## config.mk

```make
export PLATFORM = sky130hd
export DESIGN_NAME = bqc_ctrl
export DESIGN_NICKNAME = d
export VERILOG_FILES = /design/src/sv/bqc_pkg.sv /design/src/sv/bqc_ctrl.sv
export SDC_FILE = /design/constraint.sdc
export NUM_CORES = 1
export LEC_CHECK = 0
export ABC_AREA = 1
export ABC_CLOCK_PERIOD_IN_PS = 3800
export BUFFER_PORTS_ARGS = -buffer_cell sky130_fd_sc_hd__buf_4
export CORE_MARGIN = 8
export CORE_UTILIZATION = 41
export CTS_CLUSTER_SIZE = 24
export DETAILED_ROUTE_END_ITERATION = 8
export GPL_TIMING_DRIVEN = 1
export PLACE_DENSITY = 0.86
export SLEW_MARGIN = 20
export SYNTH_ARGS = -nofsm -noshare
export SYNTH_HDL_FRONTEND = slang
export SYNTH_SLANG_ARGS = --single-unit
```

## constraint.sdc

```tcl
create_clock -name clock -period 3.8 [get_ports clock]
set_input_delay 0.76 -clock clock [delete_from_list [all_inputs] [get_ports clock]]
set_output_delay 0.76 -clock clock [all_outputs]
set_load 0.03 [all_outputs]
```

## src/sv/bqc_pkg.sv

```systemverilog
// Shared types, constants and control codes for the biquad cascade filter.
`timescale 1ns / 1ps
package bqc_pkg;

   localparam int SECTIONS    = 4;
   localparam int SAMPLE_BITS = 16;
   localparam int COEF_BITS   = 18;
   localparam int SLOTS       = 6;

   // Fixed-point formats
   localparam int SF       = SAMPLE_BITS - 1;
   localparam int CF       = COEF_BITS - 2;
   localparam int FF_BITS  = 24;
   localparam int FF_FRAC  = 20;
   localparam int FB_ALIGN = FF_FRAC - SF;
   localparam int FF_SHIFT = CF + SF - FF_FRAC;
   localparam int Y_SHIFT  = CF + FB_ALIGN;

   localparam int PROD_BITS = FF_BITS + COEF_BITS;
   localparam int ACC_BITS  = PROD_BITS + 2;

   localparam int SEC_BITS  = (SECTIONS > 1) ? $clog2(SECTIONS) : 1;
   localparam int ACT_BITS  = 3;
   localparam int SLOT_BITS = 3;
   localparam int STEP_BITS = 4;

   // Stream packing
   localparam int REQ_DATA_BITS = 40;
   localparam int REQ_USER_BITS = 2;
   localparam int RSP_DATA_BITS = 16;
   localparam int SMP_LSB   = 0;
   localparam int SEC_LSB   = SMP_LSB + SAMPLE_BITS;
   localparam int SLOT_LSB  = SEC_LSB + 2;
   localparam int VALUE_LSB = SLOT_LSB + SLOT_BITS;
   localparam int USER_CMD  = 0;
   localparam int USER_SOB  = 1;

   localparam logic CMD_FILTER = 1'b0;
   localparam logic CMD_COEF   = 1'b1;

   localparam logic [SLOT_BITS-1:0] SLOT_B0   = 3'd0;
   localparam logic [SLOT_BITS-1:0] SLOT_B1   = 3'd1;
   localparam logic [SLOT_BITS-1:0] SLOT_B2   = 3'd2;
   localparam logic [SLOT_BITS-1:0] SLOT_A1   = 3'd3;
   localparam logic [SLOT_BITS-1:0] SLOT_A2   = 3'd4;
   localparam logic [SLOT_BITS-1:0] SLOT_GAIN = 3'd5;

   // Per-section sequence, at most one multiply per step
   localparam logic [STEP_BITS-1:0] STEP_B0     = 4'd0;
   localparam logic [STEP_BITS-1:0] STEP_B1     = 4'd1;
   localparam logic [STEP_BITS-1:0] STEP_B2     = 4'd2;
   localparam logic [STEP_BITS-1:0] STEP_FF_SUM = 4'd3;
   localparam logic [STEP_BITS-1:0] STEP_FF_RND = 4'd4;
   localparam logic [STEP_BITS-1:0] STEP_A2     = 4'd5;
   localparam logic [STEP_BITS-1:0] STEP_GAIN   = 4'd6;
   localparam logic [STEP_BITS-1:0] STEP_G_SUM  = 4'd7;
   localparam logic [STEP_BITS-1:0] STEP_OUT    = 4'd8;

   localparam logic signed [ACC_BITS-1:0] FF_HALF = ACC_BITS'(1) << (FF_SHIFT - 1);
   localparam logic signed [ACC_BITS-1:0] Y_HALF  = ACC_BITS'(1) << (Y_SHIFT - 1);
   localparam logic signed [ACC_BITS-1:0] FF_MAX  =
      {{(ACC_BITS - FF_BITS + 1){1'b0}}, {(FF_BITS - 1){1'b1}}};
   localparam logic signed [ACC_BITS-1:0] FF_MIN  = ~FF_MAX;
   localparam logic signed [ACC_BITS-1:0] Y_MAX   =
      {{(ACC_BITS - SAMPLE_BITS + 1){1'b0}}, {(SAMPLE_BITS - 1){1'b1}}};
   localparam logic signed [ACC_BITS-1:0] Y_MIN   = ~Y_MAX;

   typedef enum logic [1:0] {
      ST_IDLE,
      ST_RUN,
      ST_DRAIN
   } state_type;

   // Sample and clip flag passed from section to section
   typedef struct packed {
      logic signed [SAMPLE_BITS-1:0] y;
      logic                          sat;
   } link_type;

   typedef struct packed {
      logic                 run;
      logic                 en;
      logic                 clear;
      logic                 wr;
      logic [SLOT_BITS-1:0] slot;
      logic [COEF_BITS-1:0] value;
      logic [STEP_BITS-1:0] step;
   } cell_ctl_type;

endpackage

```

## src/sv/bqc_ctrl.sv

```systemverilog
// Stream handshakes, section sequencer, register and output stage.
`timescale 1ns / 1ps
module bqc_ctrl (
   input  logic                                 clock,
   input  logic                                 reset,
   input  logic                                 req_tvalid,
   output logic                                 req_tready,
   input  logic [bqc_pkg::REQ_DATA_BITS-1:0]    req_tdata,
   input  logic [bqc_pkg::REQ_USER_BITS-1:0]    req_tuser,
   output logic                                 rsp_tvalid,
   input  logic                                 rsp_tready,
   output logic [bqc_pkg::RSP_DATA_BITS-1:0]    rsp_tdata,
   output logic                                 rsp_tuser,
   input  logic                                 csr_valid,
   output logic                                 csr_ready,
   input  logic [bqc_pkg::ACT_BITS-1:0]         csr_data,
   output bqc_pkg::cell_ctl_type                cell_ctl [bqc_pkg::SECTIONS],
   output bqc_pkg::link_type                    lnk_first,
   input  bqc_pkg::link_type                    lnk_last
);
   import bqc_pkg::*;

   state_type            state_ff, state_in;
   logic [SEC_BITS-1:0]  sec_ff, sec_in;
   logic [STEP_BITS-1:0] step_ff, step_in;
   logic [ACT_BITS-1:0]  active_ff;
   link_type             sample_ff;
   link_type             rsp_ff;
   logic                 rsp_valid_ff;
   logic                 load_rsp;

   logic                 accept;
   logic                 cmd, sob;
   logic [1:0]           coef_sec;
   logic [SLOT_BITS-1:0] coef_slot;
   logic [COEF_BITS-1:0] coef_value;

   assign cmd        = req_tuser[USER_CMD];
   assign sob        = req_tuser[USER_SOB];
   assign coef_sec   = req_tdata[SEC_LSB +: 2];
   assign coef_slot  = req_tdata[SLOT_LSB +: SLOT_BITS];
   assign coef_value = req_tdata[VALUE_LSB +: COEF_BITS];
   assign accept     = req_tvalid & req_tready;

   always_comb begin
      state_in   = state_ff;
      sec_in     = sec_ff;
      step_in    = step_ff;
      req_tready = 1'b0;
      load_rsp   = 1'b0;
      case (state_ff)
         ST_IDLE: begin
            req_tready = 1'b1;
            if (req_tvalid && cmd == CMD_FILTER) begin
               state_in = ST_RUN;
               sec_in   = '0;
               step_in  = STEP_B0;
            end
         end
         ST_RUN: begin
            if (step_ff == STEP_OUT) begin
               step_in = STEP_B0;
               if (sec_ff == SEC_BITS'(SECTIONS - 1)) begin
                  state_in = ST_DRAIN;
               end else begin
                  sec_in = sec_ff + SEC_BITS'(1);
               end
            end else begin
               step_in = step_ff + STEP_BITS'(1);
            end
         end
         ST_DRAIN: begin
            if (!rsp_valid_ff || rsp_tready) begin
               load_rsp = 1'b1;
               state_in = ST_IDLE;
            end
         end
         default: state_in = ST_IDLE;
      endcase
   end

   always_ff @(posedge clock) begin
      if (reset) begin
         state_ff     <= ST_IDLE;
         sec_ff       <= '0;
         step_ff      <= STEP_B0;
         active_ff    <= ACT_BITS'(1);
         rsp_valid_ff <= 1'b0;
      end else begin
         state_ff <= state_in;
         sec_ff   <= sec_in;
         step_ff  <= step_in;
         if (csr_valid) begin
            active_ff <= csr_data;
         end
         if (load_rsp) begin
            rsp_valid_ff <= 1'b1;
         end else if (rsp_tready) begin
            rsp_valid_ff <= 1'b0;
         end
      end
   end

   always_ff @(posedge clock) begin
      if (accept && cmd == CMD_FILTER) begin
         sample_ff.y   <= req_tdata[SMP_LSB +: SAMPLE_BITS];
         sample_ff.sat <= 1'b0;
      end
      if (load_rsp) begin
         rsp_ff <= lnk_last;
      end
   end

   // Section zero is always enabled; a register value past the section count enables all sections
   for (genvar s = 0; s < SECTIONS; s++) begin : g_ctl
      assign cell_ctl[s].run   = (state_ff == ST_RUN) && (sec_ff == SEC_BITS'(s));
      assign cell_ctl[s].en    = (s == 0) || (s < int'(active_ff));
      assign cell_ctl[s].clear = accept && cmd == CMD_FILTER && sob;
      assign cell_ctl[s].wr    = accept && cmd == CMD_COEF && int'(coef_sec) == s
                                 && int'(coef_slot) < SLOTS;
      assign cell_ctl[s].slot  = coef_slot;
      assign cell_ctl[s].value = coef_value;
      assign cell_ctl[s].step  = step_ff;
   end

   assign lnk_first  = sample_ff;
   assign csr_ready  = 1'b1;
   assign rsp_tvalid = rsp_valid_ff;
   assign rsp_tdata  = rsp_ff.y;
   assign rsp_tuser  = rsp_ff.sat;

endmodule
```

==> impl_metrics.json <==
{
  "fp.coreArea_um2": 5960,
  "clockRootBuffer": "clkbuf_8",
  "rsz0062_at_grt": "false",
  "ys_top_cells_by_area": "edfxtp_1 (39%), buf_4 (31%), dfxtp_1 (9.5%), nand2_1 (3.6%), inv_1 (3.3%)",
  "ys_seq_area_share_pct": 48.7,
  "leakage_nw": 1.34,
  "yosys.area.top_type_share_pct": 39.2,
  "crit_type": "in -> out",
  "areaGrowthSynthToFinish_pct": 13.3,
  "antenna_left": 0,
  "numCtsBuffers": 5,
  "hold_depth": 2,
  "grt_overflow": 0,
  "die_h_um": 94.5,
  "ios": 220,
  "timing.final.ws_setup_ps": 1350,
  "final_common_cell": "buf_4",
  "cts_tree": "yes",
  "clkTransAtPathRegs_ps": 90,
  "dp_hpwl_um": 5440,
  "die_area_um2": 8930,
  "drt-initial-drc-count": 72,
  "routed_via_density": 4.46,
  "post_cts_buffers": 0,
  "synth_area_leader_cell": "edfxtp_1",
  "post-route-drc-count": 0,
  "slew_violations": 0,
  "drive_gt1_share_pct": 49.6,
  "ys_ff_latch": 45,
  "layout.nets": 354,
  "grt_pass1_vias": 1641,
  "drt_pass1_iterations": 4,
  "place_congestion": 0.775,
  "powerDensity_nw_per_um2": 500,
  "ff2ff_setup_slack_ps": 2360,
  "hold_viol": 0,
  "cts-htree-levels": 2,
  "layout_min_cycle_time_ps": 2450,
  "yosysUniqueCellTypes": 21,
  "wl_per_cell_um": 17.9,
  "routed_wl_um": 6380,
  "grt_max_degree": 18,
  "rr_worst_depth": 10,
  "die_w_um": 94.5,
  "fin_cells": 357,
  "min_to": "active_ff[0]",
  "outcome": "complete, no violations",
  "insertion_delay_ps": 290,
  "clockBufferDepth": 2,
  "post-route-period-util_pct": 64.4,
  "tns_ps": 0,
  "clock.fmax_ghz": 0.409,
  "min_path_type": "reg -> reg",
  "n_antenna_cell": 0,
  "holdWs_ps": 480,
  "initial_core_util_pct": 42.4,
  "cts_hold_buf": 0,
  "yosys_warnings": 0,
  "r2r-end": "sec_ff[1]",
  "cp_max_fo": 4,
  "fin_worst_skew_ps": 5.92,
  "reg2reg_from": "step_ff[0]",
  "synth.avg_cell_area_um2": 9.95,
  "grt_pass1_wl_um": 9200,
  "min-delay-start": "active_ff[0]",
  "power_mw": 1.43,
  "ir_worst_vdd_uv": 202,
  "finalSetupViolCount": 0,
  "dp_slack_ps": 1370,
  "track_usage_pct": 13.2,
  "synthCells": 254,
  "floorplan.rows": 28,
  "cp.arrival_ps": 1690,
  "worst_ep_required_time_ps": 3040,
  "vias": 1593,
  "end_kind": "output pin",
  "place_inst": 349,
  "antenna_found_initial": 0,
  "io_buffers": 120,
  "critPathLaunchType": "input pin",
  "synth_area_um2": 2530,
  "postCtsResizedCells": 0,
  "mostFrequentLayoutCells": "buf_4 (122), edfxtp_1 (33), nand2_1 (24)",
  "clock_sinks": 45,
  "maxCapViolations": 0
}
==> metrics by stage <==
stage	util (%)	cell area, um^2
global route	48.1	2860
CTS	48.1	2860
detailed placement	46.6	2770
global placement	46.6	2770
floorplan	-	2530
finish	48.1	2860
==> cell type report <==
class                      count  area (um^2)
clock inverter                 3         21.3
fill                         558         3090
tap                           75         93.8
sequential                    45         1230
timing repair buffer         122          916
multi-input combinational     82          438
clock buffer                   5         68.8
inverter                      25         93.8
==> cell usage after synthesis <==
library cell,instances
conb_1,2
xor2_1,1
dfxtp_1,12
nor4_1,2
ha_1,6
nor2_2,2
a21oi_1,8
inv_1,22
buf_4,103
nor2_1,14
nand3_1,6
nor3_1,4
nand2_2,2
inv_2,3
o21ai_0,6
nand2_4,1
o21a_1,1
nand2_1,24
nor3b_1,1
edfxtp_1,33
nor2_4,1
==> report_power, final <==
| group | switching [mW] | internal (mW) |
|---|---|---|
| combinational | 0.335 | 0.184 |
| clock | 0.160 | 0.130 |
| sequential | 0.0356 | 0.585 |
==> how the worst max path moves through the flow <==
| stage | from | slack (ps) | cells past startpoint | endpoint |
|---|---|---|---|---|
| finish | req_tuser[0] | 1350 | 5 | cell_ctl[84] |
| global route | req_tuser[0] | 1250 | 5 | cell_ctl[113] |
| CTS | req_tuser[0] | 1350 | 5 | cell_ctl[84] |
| detailed placement | req_tuser[0] | 1370 | 5 | cell_ctl[84] |
| global placement | req_tuser[0] | 1380 | 5 | cell_ctl[26] |
| floorplan | req_tuser[0] | 960 | 4 | cell_ctl[113] |
==> logic make-up after synthesis <==
family	Yosys count	share of synthesized area (%)
fa+ha+maj	6	2.97
compound gates	15	3.07
xor+xnor	1	0.347
buf+inv	128	34.3
flops	45	48.7
simple gates	57	10.3
other cells	2	0.297
==> worst max-delay path, cell delays in order <==
cell	delay (ps)
buf_4	110
inv_1	40
nand2_1	80
nor3b_1	440
buf_4	250
==> metal layers <==
metal	share of wire (%)	vias to the layer above	GRT usage [%]	wire length (um)
met4	0.89	0	3.64	57
met2	51	136	24.4	3230
li1	-	752	-	-
met3	18	9	8.10	1160
met5	0	-	0	0
met1	30	696	11.6	1940
==> flip-flops by register name, indices dropped and copies added, names as in the netlist <==
signal,count
rsp_tvalid,1
step_ff,4
rsp_tdata,16
sec_ff,2
active_ff,3
rsp_tuser,1
lnk_first,16
state_ff,2
Power figures use the tool's default switching activity.
