File: config.mk
export PLATFORM = sky130hd
export DESIGN_NAME = bqc_cell
export DESIGN_NICKNAME = d
export VERILOG_FILES = /design/src/sv/bqc_pkg.sv /design/src/sv/bqc_cell.sv
export SDC_FILE = /design/constraint.sdc
export NUM_CORES = 2
export LEC_CHECK = 0
export ABC_AREA = 1
export BUFFER_PORTS_ARGS = -buffer_cell sky130_fd_sc_hd__buf_2
export CORE_MARGIN = 5
export CORE_UTILIZATION = 40
export DETAILED_ROUTE_END_ITERATION = 16
export PLACE_DENSITY_LB_ADDON = 0.3
export SYNTH_ARGS = -nofsm -noshare
export SYNTH_HDL_FRONTEND = slang
export SYNTH_SLANG_ARGS = --single-unit
export TNS_END_PERCENT = 5
File: constraint.sdc
create_clock -name clock -period 13.7 [get_ports clock]
set_clock_uncertainty 0.05 [all_clocks]
set_input_delay 0.685 -clock clock [delete_from_list [all_inputs] [get_ports clock]]
set_output_delay 0.685 -clock clock [all_outputs]
set_load 0.005 [all_outputs]
File: src/sv/bqc_pkg.sv
// Shared types, constants and control codes for the biquad cascade filter.
`timescale 1ns / 1ps
package bqc_pkg;

   localparam int SECTIONS    = 4;
   localparam int SAMPLE_BITS = 16;
   localparam int COEF_BITS   = 18;
   localparam int SLOTS       = 6;

   // Fixed-point formats
   localparam int SF       = SAMPLE_BITS - 1;
   localparam int CF       = COEF_BITS - 2;
   localparam int FF_BITS  = 24;
   localparam int FF_FRAC  = 20;
   localparam int FB_ALIGN = FF_FRAC - SF;
   localparam int FF_SHIFT = CF + SF - FF_FRAC;
   localparam int Y_SHIFT  = CF + FB_ALIGN;

   localparam int PROD_BITS = FF_BITS + COEF_BITS;
   localparam int ACC_BITS  = PROD_BITS + 2;

   localparam int SEC_BITS  = (SECTIONS > 1) ? $clog2(SECTIONS) : 1;
   localparam int ACT_BITS  = 3;
   localparam int SLOT_BITS = 3;
   localparam int STEP_BITS = 4;

   // Stream packing
   localparam int REQ_DATA_BITS = 40;
   localparam int REQ_USER_BITS = 2;
   localparam int RSP_DATA_BITS = 16;
   localparam int SMP_LSB   = 0;
   localparam int SEC_LSB   = SMP_LSB + SAMPLE_BITS;
   localparam int SLOT_LSB  = SEC_LSB + 2;
   localparam int VALUE_LSB = SLOT_LSB + SLOT_BITS;
   localparam int USER_CMD  = 0;
   localparam int USER_SOB  = 1;

   localparam logic CMD_FILTER = 1'b0;
   localparam logic CMD_COEF   = 1'b1;

   localparam logic [SLOT_BITS-1:0] SLOT_B0   = 3'd0;
   localparam logic [SLOT_BITS-1:0] SLOT_B1   = 3'd1;
   localparam logic [SLOT_BITS-1:0] SLOT_B2   = 3'd2;
   localparam logic [SLOT_BITS-1:0] SLOT_A1   = 3'd3;
   localparam logic [SLOT_BITS-1:0] SLOT_A2   = 3'd4;
   localparam logic [SLOT_BITS-1:0] SLOT_GAIN = 3'd5;

   // Per-section sequence, at most one multiply per step
   localparam logic [STEP_BITS-1:0] STEP_B0     = 4'd0;
   localparam logic [STEP_BITS-1:0] STEP_B1     = 4'd1;
   localparam logic [STEP_BITS-1:0] STEP_B2     = 4'd2;
   localparam logic [STEP_BITS-1:0] STEP_FF_SUM = 4'd3;
   localparam logic [STEP_BITS-1:0] STEP_FF_RND = 4'd4;
   localparam logic [STEP_BITS-1:0] STEP_A2     = 4'd5;
   localparam logic [STEP_BITS-1:0] STEP_GAIN   = 4'd6;
   localparam logic [STEP_BITS-1:0] STEP_G_SUM  = 4'd7;
   localparam logic [STEP_BITS-1:0] STEP_OUT    = 4'd8;

   localparam logic signed [ACC_BITS-1:0] FF_HALF = ACC_BITS'(1) << (FF_SHIFT - 1);
   localparam logic signed [ACC_BITS-1:0] Y_HALF  = ACC_BITS'(1) << (Y_SHIFT - 1);
   localparam logic signed [ACC_BITS-1:0] FF_MAX  =
      {{(ACC_BITS - FF_BITS + 1){1'b0}}, {(FF_BITS - 1){1'b1}}};
   localparam logic signed [ACC_BITS-1:0] FF_MIN  = ~FF_MAX;
   localparam logic signed [ACC_BITS-1:0] Y_MAX   =
      {{(ACC_BITS - SAMPLE_BITS + 1){1'b0}}, {(SAMPLE_BITS - 1){1'b1}}};
   localparam logic signed [ACC_BITS-1:0] Y_MIN   = ~Y_MAX;

   typedef enum logic [1:0] {
      ST_IDLE,
      ST_RUN,
      ST_DRAIN
   } state_type;

   // Sample and clip flag passed from section to section
   typedef struct packed {
      logic signed [SAMPLE_BITS-1:0] y;
      logic                          sat;
   } link_type;

   typedef struct packed {
      logic                 run;
      logic                 en;
      logic                 clear;
      logic                 wr;
      logic [SLOT_BITS-1:0] slot;
      logic [COEF_BITS-1:0] value;
      logic [STEP_BITS-1:0] step;
   } cell_ctl_type;

endpackage

File: src/sv/bqc_cell.sv
// One second-order section: coefficients, history and a shared multiplier.
`timescale 1ns / 1ps
module bqc_cell (
   input  logic                  clock,
   input  logic                  reset,
   input  bqc_pkg::cell_ctl_type ctl,
   input  bqc_pkg::link_type     lnk_in,
   output bqc_pkg::link_type     lnk_out
);
   import bqc_pkg::*;

   logic signed [COEF_BITS-1:0]   coef_ff [SLOTS];
   logic signed [SAMPLE_BITS-1:0] x1_ff, x2_ff, y1_ff, y2_ff;
   logic signed [PROD_BITS-1:0]   prod_ff, prod_in;
   logic signed [ACC_BITS-1:0]    acc_ff, acc_in;
   logic signed [FF_BITS-1:0]     ff_ff, ff_in;
   link_type                      out_ff;

   logic signed [FF_BITS-1:0]     mul_a;
   logic signed [COEF_BITS-1:0]   mul_b;
   logic signed [ACC_BITS-1:0]    pext, psh, ff_r, y_r;
   logic signed [SAMPLE_BITS-1:0] y_sat;
   logic                          y_clip;

   function automatic logic signed [FF_BITS-1:0] widen(input logic signed [SAMPLE_BITS-1:0] v);
      return {{(FF_BITS - SAMPLE_BITS){v[SAMPLE_BITS-1]}}, v};
   endfunction

   always_comb begin
      case (ctl.step)
         STEP_B0: begin
            mul_a = widen(lnk_in.y);
            mul_b = coef_ff[SLOT_B0];
         end
         STEP_B1: begin
            mul_a = widen(x1_ff);
            mul_b = coef_ff[SLOT_B1];
         end
         STEP_B2: begin
            mul_a = widen(x2_ff);
            mul_b = coef_ff[SLOT_B2];
         end
         STEP_FF_RND: begin
            mul_a = widen(y1_ff);
            mul_b = coef_ff[SLOT_A1];
         end
         STEP_A2: begin
            mul_a = widen(y2_ff);
            mul_b = coef_ff[SLOT_A2];
         end
         STEP_GAIN: begin
            mul_a = ff_ff;
            mul_b = coef_ff[SLOT_GAIN];
         end
         default: begin
            mul_a = ff_ff;
            mul_b = coef_ff[SLOT_GAIN];
         end
      endcase
      prod_in = mul_a * mul_b;
   end

   // Accumulator: feed-forward sum, then feedback and gain terms
   always_comb begin
      pext = {{(ACC_BITS - PROD_BITS){prod_ff[PROD_BITS-1]}}, prod_ff};
      psh  = pext <<< FB_ALIGN;
      case (ctl.step)
         STEP_B1:     acc_in = pext;
         STEP_B2:     acc_in = acc_ff + pext;
         STEP_FF_SUM: acc_in = acc_ff + pext;
         STEP_A2:     acc_in = -psh;
         STEP_GAIN:   acc_in = acc_ff - psh;
         STEP_G_SUM:  acc_in = acc_ff + pext;
         default:     acc_in = acc_ff;
      endcase
   end

   // Round half up, then clip
   always_comb begin
      ff_r = (acc_ff + FF_HALF) >>> FF_SHIFT;
      if (ff_r > FF_MAX) begin
         ff_in = FF_MAX[FF_BITS-1:0];
      end else if (ff_r < FF_MIN) begin
         ff_in = FF_MIN[FF_BITS-1:0];
      end else begin
         ff_in = ff_r[FF_BITS-1:0];
      end

      y_r = (acc_ff + Y_HALF) >>> Y_SHIFT;
      y_clip = 1'b1;
      if (y_r > Y_MAX) begin
         y_sat = Y_MAX[SAMPLE_BITS-1:0];
      end else if (y_r < Y_MIN) begin
         y_sat = Y_MIN[SAMPLE_BITS-1:0];
      end else begin
         y_sat  = y_r[SAMPLE_BITS-1:0];
         y_clip = 1'b0;
      end
   end

   always_ff @(posedge clock) begin
      if (reset) begin
         for (int i = 0; i < SLOTS; i++) begin
            coef_ff[i] <= '0;
         end
      end else if (ctl.wr) begin
         case (ctl.slot)
            SLOT_B0:   coef_ff[SLOT_B0]   <= ctl.value;
            SLOT_B1:   coef_ff[SLOT_B1]   <= ctl.value;
            SLOT_B2:   coef_ff[SLOT_B2]   <= ctl.value;
            SLOT_A1:   coef_ff[SLOT_A1]   <= ctl.value;
            SLOT_A2:   coef_ff[SLOT_A2]   <= ctl.value;
            SLOT_GAIN: coef_ff[SLOT_GAIN] <= ctl.value;
            default: ;
         endcase
      end
   end

   always_ff @(posedge clock) begin
      if (reset || ctl.clear) begin
         x1_ff <= '0;
         x2_ff <= '0;
         y1_ff <= '0;
         y2_ff <= '0;
      end else if (ctl.run && ctl.en && ctl.step == STEP_OUT) begin
         x2_ff <= x1_ff;
         x1_ff <= lnk_in.y;
         y2_ff <= y1_ff;
         y1_ff <= y_sat;
      end
   end

   always_ff @(posedge clock) begin
      prod_ff <= prod_in;
      acc_ff  <= acc_in;
      if (ctl.step == STEP_FF_RND) begin
         ff_ff <= ff_in;
      end
      if (ctl.run && ctl.step == STEP_OUT) begin
         if (ctl.en) begin
            out_ff.y   <= y_sat;
            out_ff.sat <= lnk_in.sat | y_clip;
         end else begin
            out_ff <= lnk_in;
         end
      end
   end

   assign lnk_out = out_ff;

endmodule

==> flow_summary.yaml <==
sta:
  finalCritPeriodShare_pct: 63.2
  setup-violations-final: 0
  max_freq_mhz: 115
  fin_crit_ns: 8.66
  final.setup.tns_ns: 0
  slew_headroom_pct: 21.9
  worst_pin_slew_ns: 1.17
  hold_violations: 0
  rsz0062_at_grt: "no"
  drv_slew: 0
yosys:
  synth_compound_area_share_pct: 9.62
  avgSynthCellArea_um2: 7.40
  synth-simple-area-share_pct: 25.2
  netlist.area_leader.share_pct: 23.4
  synth.area.top_cells: "fa_1 23%, edfxtp_1 16%, nand2_1 12%, inv_1 9.9%, nor2_1 6.6%"
  synth_edf_count: 193
  synth_adder_area_share_pct: 29.8
  yosysUniqueCellTypes: 54
  synth_area_mm2: 0.0366
  yosys_warnings: 0
  async_flop_share_pct: 0
  synth_seq_cells: 299
  synth.largest_area_cell: "fa_1"
  synthCells: 4950
  muxShareOfSynthArea_pct: 0.0615
  synth_top_family_by_area: "adder cells"
  ys_seq_area_share_pct: 21.6
  synth_common_cells: "1179 x nand2_1, 968 x inv_1, 639 x nor2_1"
  yosysMostFrequentCell: "nand2_1"
  synthXorXnorAreaFrac_pct: 1.94
  syn_nets: 5614
  synth-main-ff-cell: "edfxtp_1"
worst_setup_path:
  cp-start-kind: "primary input"
  path_max_fanout: 28
  crit_required_ns: 14.12
  reg2reg_slack_ns: 6.27
  cp.arrival_ns: 9.09
  path_class: "primary input to flop"
  reg2regPathDepth: 25
  r2r_end: "prod_ff[38]"
  r2r_start: "y1_ff[15]"
  endpoint_kind: "flop"
global_route:
  grt_use_total_pct: 25.1
  first_global_vias: 32200
  gr-total-overflow: 0
  antenna_found_initial: 0
  grt_max_degree: 67
  grt_pass1_wl_mm: 191
routing:
  wl_per_cell_um: 20.3
  vias: 33400
  drc: 0
  via_per_inst: 5.42
  first_pass_iters: 8
  antenna_left: 0
  drt_iter0_drc: 3088
  routed_wl_mm: 125
clock_tree:
  post_cts_buffers: 0
  insertion_delay_ns: 0.62
  numCtsBuffers: 31
  cts_sinks: 299
  cts_tree: "yes"
  post_cts_resized: 0
  ctsRootBufferMaster: "clkbuf_16"
  ctsHoldBuffers: 0
  clkTransAtPathRegs_ns: 0.07
  h-tree-depth: 1
  cts.path.max_buffers: 3
placed_design:
  post-dp-hpwl_mm: 99.9
  place.port_buffers: 64
  place.gp.congestion: 1.05
  placed_area_mm2: 0.0382
status:
  status: "complete, no violations"
die:
  core.rowCount: 111
  pin_count: 65
  die_h_um: 313
  die_area_mm2: 0.0977
  core_area_mm2: 0.0912
  die_x_um: 313
  initial_core_util_pct: 40.1
flow_run:
  maxCapViolCount: 0
worst_hold_path:
  hold_end: "lnk_out[0]"
  hp-start: "lnk_in[0]"
  hold_path.class: "primary input to flop"
  whs_path_depth: 3
finish:
  final_layout_size_suffix_gt1_share_pct: 5.31
  area_growth_syn_to_layout_pct: 7.16
  insertedDiodeCount: 0
  nFillCells: 9363
  nets: 5627
  fin_area_mm2: 0.0392
[cells in the final DEF, fill, tap and decap left out, types with 30 or more instances in the layout]
cell / count
nand2_1: 1178
clkbuf_16: 31
buf_4: 36
fa_1: 428
xor2_1: 57
o21ai_0: 179
nand3_1: 211
a221oi_1: 30
nor3_1: 31
dfxtp_1: 106
inv_1: 968
edfxtp_1: 193
a21oi_1: 252
nand4_1: 88
nor2_1: 635
buf_2: 64
ha_1: 188
[area by class of cell]
class / count / area [um2] / area share (%)
multi-input cells: 3540 / 24500 / 62.4
clock buffers: 42 / 857 / 2.18
repair buffers: 100 / 591 / 1.50
inverters: 991 / 3720 / 9.48
clock inverters: 16 / 201 / 0.513
well taps: 1186 / 1480 / 3.78
flip-flops and latches: 299 / 7920 / 20.2
[critical path, stage by stage]
cell and delay, ns:
buf_2 0.12, inv_1 0.07, nor2_1 0.18, nand2_2 0.07, buf_4 0.25, inv_2 0.40
buf_4 0.47, a21oi_1 0.12, nand4_1 0.12, o21a_1 0.44, inv_2 0.34, nor2_1 0.34
fa_1 0.52, fa_1 0.94, fa_1 0.52, fa_1 0.47, fa_1 0.56, inv_1 0.06
fa_1 0.53, inv_1 0.04, ha_1 0.42, a21oi_1 0.25, o21ai_0 0.20, a221oi_1 0.51
nand4_1 0.18, xnor2_1 0.16
[worst max path at each step]
stage / from / endpoint
after floorplan: ctl[1] / prod_ff[39]
after global placement: ctl[2] / prod_ff[41]
after detailed placement: ctl[2] / prod_ff[38]
after CTS: ctl[2] / prod_ff[38]
after global routing: ctl[2] / prod_ff[38]
final: ctl[2] / prod_ff[41]
[cell families (layout without fill, tap and decap cells)]
group / after synthesis / in the layout
AO/OA/AOI/OAI: 600 / 600
XOR/XNOR: 81 / 81
adder cells (fa/ha/maj): 616 / 616
buffers and inverters: 1111 / 1149
flip-flops: 299 / 299
multiplexers: 2 / 2
AND/OR/NAND/NOR: 2241 / 2241
[registers in the layout, summed over array words and instances, names as in the netlist]
name and flops:
coef_ff 108, acc_ff 44, prod_ff 42, ff_ff 24, lnk_out 17, x1_ff 16, x2_ff 16, y1_ff 16
y2_ff 16
[per-layer routing]
| metal | up-vias | wire length, um | global-route usage, % |
|---|---|---|---|
| met2 | 1537 | 55600 | 39.4 |
| met4 | 0 | 5020 | 8.41 |
| met3 | 254 | 11200 | 3.83 |
| li1 | 15400 | - | - |
| met1 | 16200 | 53600 | 35.6 |
| met5 | - | 0 | 0 |
[metrics by stage]
stage | setup WS [ns] | util, % | hold slack, ns | cells
global placement | 4.58 | 41.8 | 0.389 | 6116
finish | 5.04 | 43.0 | 0.296 | 6174
floorplan | 6.32 | - | 0.380 | 4950
detailed placement | 4.50 | 41.8 | 0.398 | 6116
global route | 4.52 | 43.0 | 0.308 | 6174
CTS | 5.15 | 43.0 | 0.273 | 6174
Power is left out: the tool's default activity adds up to more than one toggle a clock period on the data nets, which glitch-free logic cannot reach.
